$ cat config.mk
export PLATFORM = sky130hd
export DESIGN_NAME = aging_priority_event_queue
export DESIGN_NICKNAME = d
export VERILOG_FILES = /design/src/apq_pkg.sv /design/src/apq_datapath.sv /design/src/apq_ctrl.sv /design/src/aging_priority_event_queue.sv
export SDC_FILE = /design/constraint.sdc
export NUM_CORES = 2
export LEC_CHECK = 0
export BUFFER_PORTS_ARGS = -buffer_cell sky130_fd_sc_hd__buf_2
export CAP_MARGIN = 5
export CORE_ASPECT_RATIO = 0.9
export CORE_MARGIN = 3
export CORE_UTILIZATION = 55
export DETAILED_ROUTE_END_ITERATION = 8
export PLACE_DENSITY = 0.71
export SLEW_MARGIN = 20
export SYNTH_ARGS = -nofsm -noshare
export SYNTH_HDL_FRONTEND = slang
export SYNTH_SLANG_ARGS = --single-unit
$ cat constraint.sdc
create_clock -name clk -period 10.8 [get_ports clk]
set_input_delay 1.08 -clock clk [delete_from_list [all_inputs] [get_ports clk]]
set_output_delay 1.08 -clock clk [all_outputs]
set_load 0.02 [all_outputs]
$ cat src/apq_pkg.sv
package apq_pkg;
	localparam int LEVELS = 4;
	localparam int CAPACITY = 16;
	localparam int LVW = $clog2(LEVELS);
	localparam int PW = $clog2(CAPACITY);
	localparam int CW = $clog2(CAPACITY + 1);
	localparam int AW = $clog2(LEVELS * CAPACITY);

	localparam logic [2:0] ST_PUBLISHED = 3'd0;
	localparam logic [2:0] ST_BAD_LEVEL = 3'd1;
	localparam logic [2:0] ST_FULL      = 3'd2;
	localparam logic [2:0] ST_EMPTY     = 3'd3;
	localparam logic [2:0] ST_DEQUEUED  = 3'd4;

	localparam logic [15:0] LIFE_RESET = 16'd10;

	typedef enum logic [2:0] {
		S_IDLE, S_PUSH, S_POP_RD, S_POP, S_SW_RD, S_SW_CHK, S_OUT
	} state_t;

	// controller -> datapath commands
	typedef struct packed {
		logic load_in;     // capture request
		logic push;        // write input entry to level tail
		logic pop_rd;      // read head of found level
		logic pop;         // commit pop and stamp++
		logic sw_start;    // begin sweep at level 0
		logic sw_rd;       // read head of sweep level
		logic sw_move;     // promote head
		logic sw_next;     // advance sweep level
		logic set_res;     // set result from status
		logic [2:0] res_status;
	} cmd_t;

	// datapath -> controller status
	typedef struct packed {
		logic is_deq;
		logic bad_level;
		logic full;
		logic any;
		logic sw_nonempty;
		logic sw_old;
		logic sw_last;
	} stat_t;
endpackage

$ cat src/apq_datapath.sv
module apq_datapath import apq_pkg::*; (
	input  logic        clk,
	input  logic        arst_n,
	input  cmd_t        cmd,
	output stat_t       st,
	input  logic [27:0] in_data,
	input  logic [15:0] life_time,
	output logic [2:0]  res_status,
	output logic [7:0]  res_id,
	output logic [15:0] res_tag,
	output logic [2:0]  res_level
);
	logic [39:0] mem [LEVELS*CAPACITY];
	logic [39:0] rd_q;
	logic [PW-1:0] head_q [LEVELS];
	logic [CW-1:0] cnt_q [LEVELS];
	logic [CW-1:0] total_q;
	logic [15:0] stamp_q;
	logic        mode_q;
	logic [7:0]  id_q;
	logic [2:0]  lvl_q;
	logic [15:0] tag_q;
	logic [LVW-1:0] sel_q;
	logic [LVW-1:0] first_lv;
	logic [LVW-1:0] dst_lv;
	logic [LVW-1:0] wr_lv;
	logic [AW-1:0] rd_addr, wr_addr;
	logic [39:0] wr_data;
	logic        wr_en;
	logic [15:0] lim, age;

	// priority search for most urgent non-empty level
	always_comb begin
		first_lv = '0;
		st.any = 1'b0;
		for (int i = LEVELS - 1; i >= 0; i--) begin
			if (cnt_q[i] != '0) begin
				first_lv = LVW'(i);
				st.any = 1'b1;
			end
		end
	end

	assign lim = (life_time == '0) ? 16'd1 : life_time;
	assign age = stamp_q - rd_q[39:24];
	assign dst_lv = (sel_q == '0) ? '0 : sel_q - 1'b1;
	assign st.is_deq = mode_q;
	assign st.bad_level = 32'(lvl_q) >= LEVELS;
	assign st.full = 32'(total_q) >= CAPACITY;
	assign st.sw_nonempty = cnt_q[sel_q] != '0;
	assign st.sw_old = age >= lim;
	assign st.sw_last = 32'(sel_q) == LEVELS - 1;

	assign rd_addr = AW'(32'(sel_q) * CAPACITY + 32'(head_q[sel_q]));
	assign wr_lv = cmd.push ? LVW'(lvl_q) : dst_lv;
	assign wr_addr = AW'(32'(wr_lv) * CAPACITY
		+ ((32'(head_q[wr_lv]) + 32'(cnt_q[wr_lv])) % CAPACITY));
	assign wr_data = cmd.push ? {stamp_q, tag_q, id_q} : {stamp_q, rd_q[23:0]};
	assign wr_en = cmd.push | cmd.sw_move;

	// entry store
	always_ff @(posedge clk) begin
		if (wr_en) mem[wr_addr] <= wr_data;
		rd_q <= mem[rd_addr];
	end

	// request capture and result registers
	always_ff @(posedge clk) begin
		if (cmd.load_in) begin
			mode_q <= in_data[0];
			id_q   <= in_data[8:1];
			lvl_q  <= in_data[11:9];
			tag_q  <= in_data[27:12];
		end
		if (cmd.set_res) begin
			res_status <= cmd.res_status;
			res_id <= '0;
			res_tag <= '0;
			res_level <= '0;
		end
		if (cmd.pop) begin
			res_status <= ST_DEQUEUED;
			res_id <= rd_q[7:0];
			res_tag <= rd_q[23:8];
			res_level <= 3'(sel_q);
		end
	end

	// queue bookkeeping
	always_ff @(posedge clk or negedge arst_n) begin
		if (!arst_n) begin
			for (int i = 0; i < LEVELS; i++) begin
				head_q[i] <= '0;
				cnt_q[i] <= '0;
			end
			total_q <= '0;
			stamp_q <= '0;
			sel_q <= '0;
		end else begin
			if (cmd.pop_rd) sel_q <= first_lv;
			if (cmd.sw_start) sel_q <= '0;
			if (cmd.sw_next) sel_q <= sel_q + 1'b1;
			if (cmd.push) begin
				cnt_q[lvl_q[LVW-1:0]] <= cnt_q[lvl_q[LVW-1:0]] + 1'b1;
				total_q <= total_q + 1'b1;
			end
			if (cmd.pop) begin
				head_q[sel_q] <= PW'((32'(head_q[sel_q]) + 1) % CAPACITY);
				cnt_q[sel_q] <= cnt_q[sel_q] - 1'b1;
				total_q <= total_q - 1'b1;
				stamp_q <= stamp_q + 1'b1;
			end
			if (cmd.sw_move) begin
				head_q[sel_q] <= PW'((32'(head_q[sel_q]) + 1) % CAPACITY);
				if (dst_lv != sel_q) begin
					cnt_q[sel_q] <= cnt_q[sel_q] - 1'b1;
					cnt_q[dst_lv] <= cnt_q[dst_lv] + 1'b1;
				end
			end
		end
	end
endmodule

$ cat src/apq_ctrl.sv
module apq_ctrl import apq_pkg::*; (
	input  logic   clk,
	input  logic   arst_n,
	input  logic   in_fire,
	output logic   in_ready,
	output logic   out_valid,
	input  logic   out_ready,
	input  stat_t  st,
	output cmd_t   cmd
);
	state_t state_q, state_d;

	always_ff @(posedge clk or negedge arst_n) begin
		if (!arst_n) state_q <= S_IDLE;
		else state_q <= state_d;
	end

	// next state and commands
	always_comb begin
		state_d = state_q;
		cmd = '0;
		in_ready = 1'b0;
		out_valid = 1'b0;
		unique case (state_q)
			S_IDLE: begin
				in_ready = 1'b1;
				if (in_fire) begin
					cmd.load_in = 1'b1;
					state_d = S_PUSH;
				end
			end
			S_PUSH: begin
				if (st.is_deq) begin
					if (st.any) begin
						cmd.pop_rd = 1'b1;
						state_d = S_POP_RD;
					end else begin
						cmd.set_res = 1'b1;
						cmd.res_status = ST_EMPTY;
						state_d = S_OUT;
					end
				end else begin
					cmd.set_res = 1'b1;
					state_d = S_OUT;
					if (st.bad_level) cmd.res_status = ST_BAD_LEVEL;
					else if (st.full) cmd.res_status = ST_FULL;
					else begin
						cmd.res_status = ST_PUBLISHED;
						cmd.push = 1'b1;
					end
				end
			end
			S_POP_RD: state_d = S_POP;
			S_POP: begin
				cmd.pop = 1'b1;
				cmd.sw_start = 1'b1;
				state_d = S_SW_RD;
			end
			S_SW_RD: begin
				if (st.sw_nonempty) state_d = S_SW_CHK;
				else if (st.sw_last) state_d = S_OUT;
				else cmd.sw_next = 1'b1;
			end
			S_SW_CHK: begin
				if (st.sw_old) begin
					cmd.sw_move = 1'b1;
					state_d = S_SW_RD;
				end else if (st.sw_last) state_d = S_OUT;
				else begin
					cmd.sw_next = 1'b1;
					state_d = S_SW_RD;
				end
			end
			S_OUT: begin
				out_valid = 1'b1;
				if (out_ready) state_d = S_IDLE;
			end
			default: state_d = S_IDLE;
		endcase
	end
endmodule

$ cat src/aging_priority_event_queue.sv
// channel | dir | tdata (low bit up)                          | tuser
// s_axis  | in  | mode, event_id, priority_level, payload_tag | -
// m_axis  | out | status, out_event_id, out_payload_tag,      | -
//         |     | out_level                                   |
// cfg     | in  | APB, life_time at address 0                 | -
// A publish or empty dequeue goes through S_PUSH to S_OUT, then waits for the output handshake.
// A dequeue goes through S_PUSH, S_POP_RD and S_POP, then sweeps the levels in S_SW_RD and,
// for a non-empty level, S_SW_CHK, promoting aged heads; the registered store read sets this pace.
// Reset clears all counts, heads, stamp and life_time (to 10).
// One request at a time; input is not taken while a result waits.
module aging_priority_event_queue import apq_pkg::*; (
	input  logic        clk,
	input  logic        arst_n,
	input  logic        s_axis_tvalid,
	output logic        s_axis_tready,
	input  logic [31:0] s_axis_tdata,  // mode, event_id, priority_level, payload_tag
	output logic        m_axis_tvalid,
	input  logic        m_axis_tready,
	output logic [31:0] m_axis_tdata,  // status, out_event_id, out_payload_tag, out_level
	input  logic        psel,
	input  logic        penable,
	input  logic        pwrite,
	input  logic        paddr,
	input  logic [31:0] pwdata,
	output logic [31:0] prdata,
	output logic        pready
);
	cmd_t  cmd;
	stat_t st;
	logic [15:0] life_q;
	logic [2:0]  r_status, r_level;
	logic [7:0]  r_id;
	logic [15:0] r_tag;

	assign pready = 1'b1;
	assign prdata = (paddr == 1'b0) ? {16'd0, life_q} : 32'd0;

	// config register
	always_ff @(posedge clk or negedge arst_n) begin
		if (!arst_n) life_q <= LIFE_RESET;
		else if (psel && penable && pwrite && paddr == 1'b0) life_q <= pwdata[15:0];
	end

	apq_ctrl u_ctrl (
		.clk, .arst_n,
		.in_fire(s_axis_tvalid & s_axis_tready),
		.in_ready(s_axis_tready),
		.out_valid(m_axis_tvalid),
		.out_ready(m_axis_tready),
		.st, .cmd
	);

	apq_datapath u_dp (
		.clk, .arst_n, .cmd, .st,
		.in_data(s_axis_tdata[27:0]),
		.life_time(life_q),
		.res_status(r_status), .res_id(r_id), .res_tag(r_tag), .res_level(r_level)
	);

	assign m_axis_tdata = {2'b00, r_level, r_tag, r_id, r_status};
endmodule

# Word level (Yosys, flattened, before mapping)
# Memories as Yosys holds them, arrays and structs flattened. A register that Yosys moved wholly into a read port is not among the register bits.
# Cells that the tools add are included.
[classes]
addsub = 13
multipliers = 0
div_mod_pow = 0
n_lt_le_gt_ge = 10
n_eq_ne = 11
shift = 0
mux = 95
bitwise_logic = 7
reduce_logical = 18
[op_table]
columns = ["cell", "count"]
rows = [
  ["$mux W16", 6],
  ["$bwmux W20", 4],
  ["$mux W20", 4],
  ["$mux W5", 11],
  ["$bmux W5 S2", 4],
  ["$mux W4", 10],
  ["$mux W2", 17],
  ["$bwmux W16", 2],
  ["$demux W5 S2", 3],
  ["$reduce_bool A5 Y1", 5],
  ["$mux W24", 1],
  ["$pmux W3 S7", 1],
  ["$mux W1", 20],
  ["$mux W3", 6],
  ["$add A16 B1 Y16 const B", 1],
  ["$bmux W4 S2", 2],
  ["$ge A16 B16 Y1", 1],
  ["$logic_not A16 Y1", 1],
  ["$mux W8", 2],
  ["$sub A16 B16 Y16", 1],
  ["$add A5 B1 Y5 const B", 3],
  ["$ge A3 B3 Y1 const B", 5],
  ["$add A6 B4 Y6", 2],
  ["$not A2 Y3", 4],
  ["26 further kinds", 38],
]
[word_totals]
reg_bits = 135
latch_bits = 0
mem_bits_rw = 2560
romBits = 0
output_inout_bits = 67
word_cells = 176
mem_count = 1
[memory_table]
columns = ["name", "depth", "width", "rd", "rd_ports_with_merged_regs", "write_ports", "line_no", "text"]
rows = [
  ["u_dp.mem", 64, 40, 1, 1, 1, "apq_datapath.sv:13", "logic [39:0] mem [LEVELS*CAPACITY];"],
]

# Logic depth before layout (Yosys ltp)
[depth]
depth_word = 15
depth_mapped = 19
ltp_nobuf = 18

# By module
# From an unflattened synthesis, not the netlist that was laid out.
[hier_totals]
hier_cells = 7275
area_unflattened_um2 = 109595.1
[by_module_without_submodules]
columns = ["module", "n_inst", "cells_per_inst", "area_per_inst_um2", "seq_area_each_um2"]
rows = [
  ["apq_datapath", 1, 7156, 108342.7, 80832.5],
  ["aging_priority_event_queue", 1, 73, 923.4, 402.9],
  ["apq_ctrl", 1, 46, 329.1, 75.1],
]

# Worst setup path after synthesis
# Ideal clock, no wire load.
[synth_path]
kind = "reg-to-reg"
startpoint = "reg u_dp.stamp_q[1]"
endpoint = "mem u_dp.mem[53][0], enable pin"
arrival_time_ns = 7.230
setup_slack_ns = 3.084
stages_incl_launch_ff = 16
n_path_buf = 0
period_less_slack_ns = 7.716
cell_sequence = "dfrtp_1 -> ha_1 -> nor2b_1 -> o31a_1 -> o31a_1 -> o2111ai_1 -> nand3b_1 -> a31oi_1 -> xnor2_1 -> ha_1 -> nand4_1 -> nor3_1 -> a211oi_2 -> o21ai_0 -> nand4_1 -> nor3_1"
[synth_between]
elab_chain_len = 7
[synth_rtl]
columns = ["element", "line_no", "text"]
rows = [
  ["from (decl)", "apq_datapath.sv:18", "logic [15:0] stamp_q;"],
  ["from (signal assigned)", "apq_datapath.sv:111", "stamp_q <= stamp_q + 1'b1;"],
  ["$sub A16 B16 Y16", "apq_datapath.sv:45", "assign age = stamp_q - rd_q[39:24];"],
  ["$ge A16 B16 Y1", "apq_datapath.sv:51", "assign st.sw_old = age >= lim;"],
  ["$mux W1", "apq_ctrl.sv:65", "if (st.sw_old) begin"],
  ["$mux W1", "apq_ctrl.sv:24", "unique case (state_q)"],
  ["$or A1 B1 Y1", "apq_datapath.sv:59", "assign wr_en = cmd.push | cmd.sw_move;"],
  ["$mux W1", "apq_datapath.sv:63", "if (wr_en) mem[wr_addr] <= wr_data;"],
  ["$mux W1 (not written as such)", "apq_datapath.sv:63", ""],
  ["to (decl)", "apq_datapath.sv:13", ""],
]
# No other way between the ends.

# Final worst setup path
[layout_path]
startpoint = "reg u_dp.stamp_q[0]"
endpoint = "mem u_dp.mem[21][6], enable pin"
# The elaborated chain is that of the path after synthesis.

==> impl_metrics.csv <==
group,metric,value,unit
worst_setup_path,critical_path.endpoint_type,"register",
layout,layout-area-overhead-vs-synth,11.0,%
synth,muxShareOfSynthArea,2.78,%
synth,post_synth_num_cell_types,84,
synth,post_synthesis_average_cell_area,13.8,um2
placement,hpwl_detailed,163000,um
worst_setup_path,path_cells,"buf_4 > inv_1 > ha_1 > inv_1 > fa_1 > a211oi_1 > o21bai_1 > a31oi_1 > nor2_1 > o31ai_1 > a21oi_1 > xor2_1 > ha_1 > nand4_1 > nor3_1 > a211oi_2 > o21ai_0 > nand4_1 > nor3_2 > buf_4",
synth,fraction_of_the_mapped_netlist_area_in_simple_logic_gates,13.5,%
grt,grt_antenna_before_repair,19,
floorplanning,floorplan.initialDensity,55.7,%
clock_tree,clk-insertion-delay-late,940,ps
clock_tree,tritoncts,"done",
synth,synthesis.yosys.warnings,0,
pwr,vdd.ir_drop.worst,0.524,mV
layout,layout-drive-gt1-share,11.6,%
sta,final_period_utilization,69.1,%
grt,wire_length_of_the_first_global_routing_pass,426000,um
floorplanning,design.die.area,0.205,mm2
clock_tree,worst_setup_hold_path_clk_slew,60,ps
pwr,clock_power_share,25.3,%
layout,layout.nets,8141,
drt,antenna_nets_post_route,0,
worst_setup_path,critical_path_top_delay_cell,"sky130_fd_sc_hd__nand4_1",
sta,slew_headroom,14.7,%
pwr,cellPowerDensity,294,mW/mm2
pwr,netSwitchingFraction,38.2,%
sta,worstMarginPinSlew,1270,ps
grt,maximum_number_of_pins_on_one_net_before_global_route_repair,174,
synth,synth_area_leaders,"sky130_fd_sc_hd__edfxtp_1, sky130_fd_sc_hd__nand2_1, sky130_fd_sc_hd__nand3_1",
pwr,p_seq_share,37.7,%
clock_tree,cts_num_sinks,2735,
synth,postSynth.topFlopCell,"sky130_fd_sc_hd__edfxtp_1",
synth,synth-compound-area-share,6.03,%
synth,synthAdderAreaFrac,0.580,%
clock_tree,numCtsBuffers,282,
drt,initialDrtViolationCount,9470,
synth,ys_ff_latch,2735,
grt,grt.overflow.total,0,
run_status,outcome,"finished, final reports clean",
placement,gp_congestion,0.929,
sta,setup_total_neg_slack,0,ps
drt,route.detailed.vias_per_inst,6.30,
clock_tree,post-cts-setup-buffers,0,
sta,finalSetupViolCount,0,
drt,routed_wire_length_per_instance,26.8,um
worst_setup_path,worstPathMaxFanout,67,
synth,netlist_instances,7942,
flow_run,timing.max_cap.violations,0,
placement,i_o_buffers,98,
sta,final-hold-violation-count,0,
drt,1st_pass_router_iterations,6,
floorplanning,io_pins,139,
sta,fin_hold_ws,49.3,ps
layout,n_fill_cell,14240,
pwr,p_sw,0.0137,W
clock_tree,clock_tree.buffer_depth,4,
worst_setup_path,timing.critical_path.max_delay_family,"simple AND/OR/NAND/NOR gates",
pwr,combPwrFrac,36.9,%
worst_setup_path,path_buf_inv,4,
worst_setup_path,worst_path_largest_cell_delay,1000,ps
layout,layout.cells.most_common_list,"sky130_fd_sc_hd__edfxtp_1, sky130_fd_sc_hd__nand2_1, sky130_fd_sc_hd__nand3_1",
layout,multiInputGateArea,0.0262,mm2
drt,route.vias.total,68477,
grt,vias_in_the_first_global_route,64813,
floorplanning,core_region_area,0.197,mm2
drt,wirelength,291000,um
floorplanning,die_width,477,um
sta,setup_repair_after_global_routing_missed_its_margin,"no",
clock_tree,cts-root-buf,"sky130_fd_sc_hd__clkbuf_16",
worst_setup_path,start_kind,"register",
worst_setup_path,timing_worst_setup_path_type,"reg -> reg",
synth,ys_async_sr_fraction,2.85,%
synth,yosys.area.top_type_share,71.6,%
worst_setup_path,worst-endpoint-required,11350,ps
pwr,cellInternalPower,0.0221,W
synth,yosysTopAreaCell,"sky130_fd_sc_hd__edfxtp_1",
layout,layout_commonest_cell,"sky130_fd_sc_hd__edfxtp_1",
worst_setup_path,worst-endpoint-arrival,8020,ps
clock_tree,cts_hold_buf,0,
min_path,worst_hold_path_type,"in -> async",
sta,report.final.slew_viol_count,0,
sta,achievable-frequency,134,MHz
floorplanning,core.rowCount,154,
pwr,power_leakage,41.2,nW
synth,yosys.area_share.xor_xnor,0.413,%
pwr,fin_total_pwr,0.0357,W
grt,grt_usage,27.9,%
clock_tree,cts_repair_resize_count,0,
layout,layout.area.seq,0.0813,mm2
synth,synth_edf_count,2614,
synth,yosysSeqAreaShare,74.2,%
synth,syn-cell-area,0.110,mm2
drt,drc,0,
synth,synth_top_family_by_area,"simple AND/OR/NAND/NOR gates",
sta,clock-skew-final,52.2,ps
clock_tree,cts_htree_levels,5,
sta,layout_min_cycle_time,7460,ps
floorplanning,dieHeight,429,um
-- cell families (layout without fill, tap and decap cells) --
kind of cell	count (synthesis)	count (layout)
compound gates	866	866
xor+xnor	50	50
fa+ha+maj	49	49
buf+inv	588	843
flops	2735	2735
mux	221	221
other cells	2	22
simple gates	3431	3431
-- power by group through the flow --
stage / clock network (W) / logic, W / registers (W)
2_1_floorplan: 0 / 0.00866 / 0.0137
3_3_place_gp: 0 / 0.0126 / 0.0137
3_5_place_dp: 0 / 0.0129 / 0.0137
4_1_cts: 0.00913 / 0.0130 / 0.0135
5_1_grt: 0.00956 / 0.0142 / 0.0135
6_report: 0.00904 / 0.0132 / 0.0135
-- worst register-to-register path, cell delays in order (launching register included) --
cell                       delay [ps]
sky130_fd_sc_hd__dfrtp_2          380
sky130_fd_sc_hd__buf_4            360
sky130_fd_sc_hd__inv_1            200
sky130_fd_sc_hd__ha_1             190
sky130_fd_sc_hd__inv_1             60
sky130_fd_sc_hd__fa_1             420
sky130_fd_sc_hd__a211oi_1         240
sky130_fd_sc_hd__o21bai_1         140
sky130_fd_sc_hd__a31oi_1          270
sky130_fd_sc_hd__nor2_1            90
sky130_fd_sc_hd__o31ai_1          260
sky130_fd_sc_hd__a21oi_1          140
sky130_fd_sc_hd__xor2_1           160
sky130_fd_sc_hd__ha_1             310
sky130_fd_sc_hd__nand4_1          100
sky130_fd_sc_hd__nor3_1           270
sky130_fd_sc_hd__a211oi_2         250
sky130_fd_sc_hd__o21ai_0          880
sky130_fd_sc_hd__nand4_1         1000
sky130_fd_sc_hd__nor3_2           770
sky130_fd_sc_hd__buf_4            580
-- cells in the mapped netlist (46+ instances only) --
library cell / number
sky130_fd_sc_hd__nor3_1: 127
sky130_fd_sc_hd__buf_4: 57
sky130_fd_sc_hd__mux2_2: 90
sky130_fd_sc_hd__a21o_1: 46
sky130_fd_sc_hd__clkbuf_1: 266
sky130_fd_sc_hd__a31oi_1: 144
sky130_fd_sc_hd__mux4_2: 57
sky130_fd_sc_hd__mux2i_1: 73
sky130_fd_sc_hd__a32o_1: 78
sky130_fd_sc_hd__and2_1: 64
sky130_fd_sc_hd__and3_1: 196
sky130_fd_sc_hd__edfxtp_1: 2614
sky130_fd_sc_hd__a21oi_1: 121
sky130_fd_sc_hd__dfrtp_1: 76
sky130_fd_sc_hd__nand3_1: 572
sky130_fd_sc_hd__a211oi_1: 79
sky130_fd_sc_hd__nand2_1: 2199
sky130_fd_sc_hd__a221oi_1: 50
sky130_fd_sc_hd__inv_1: 58
sky130_fd_sc_hd__buf_2: 148
sky130_fd_sc_hd__a311oi_1: 224
sky130_fd_sc_hd__ha_1: 46
sky130_fd_sc_hd__nor2_1: 130
-- routing by layer --
| layer | GRT usage, % | wire length, um |
|---|---|---|
| met1 | 40.3 | 115000 |
| met4 | 8.98 | 9190 |
| met2 | 41.8 | 131000 |
| met3 | 7.02 | 35200 |
| met5 | 0 | 72 |
-- sequential cells by signal, summed over array words and instances, names as in the netlist --
register         cells
life_q              16
u_dp.lvl_q           3
u_dp.rd_q           40
u_dp.sel_q           2
u_dp.res_id          8
u_dp.stamp_q        16
u_dp.id_q            8
u_dp.res_level       2
u_dp.res_status      3
u_dp.mem          2560
u_ctrl.state_q       3
u_dp.tag_q          16
u_dp.total_q         5
u_dp.mode_q          1
u_dp.res_tag        16
u_dp.cnt_q          20
u_dp.head_q         16
-- through the flow --
stage	utilization (%)	cells	setup WS, ps	instance area, um2
floorplan	-	7960	3080	110000
global placement	57.5	10387	3640	113000
global route	61.8	10868	2960	122000
CTS	61.8	10866	3460	122000
detailed placement	57.5	10387	3510	113000
finish	61.8	10869	3340	122000
-- cell type report --
| class | count | share of cell area, % |
|---|---|---|
| tap | 2652 | 2.73 |
| multi-input combinational | 4637 | 21.6 |
| sequential | 2735 | 66.9 |
| timing repair buffer | 303 | 1.74 |
| clock inverter | 118 | 0.726 |
| clock buffer | 361 | 6.16 |
| inverter | 61 | 0.218 |
| antenna | 2 | 0.00411 |
-- path summary, 6_finish.rpt --
path | startpoint | end | slack [ps] | cells after the start
max | u_dp.stamp_q[0]$_DFFE_PN0P_ | u_dp.mem[21][6]$_DFFE_PP_ | 3340 | 20
max reg2reg | u_dp.stamp_q[0]$_DFFE_PN0P_ | u_dp.mem[21][6]$_DFFE_PP_ | 3340 | 20
max in group asynchronous | arst_n | u_dp.stamp_q[4]$_DFFE_PN0P_ | 9560 | 2
min reg2reg | u_dp.res_status[2]$_SDFFE_PP1P_ | u_dp.res_status[2]$_SDFFE_PP1P_ | 470 | 2
min | arst_n | u_dp.total_q[3]$_DFFE_PN0P_ | 50 | 1
min in group clk | s_axis_tdata[15] | u_dp.tag_q[3]$_DFFE_PP_ | 340 | 1
(Power assumes the default switching activity.)
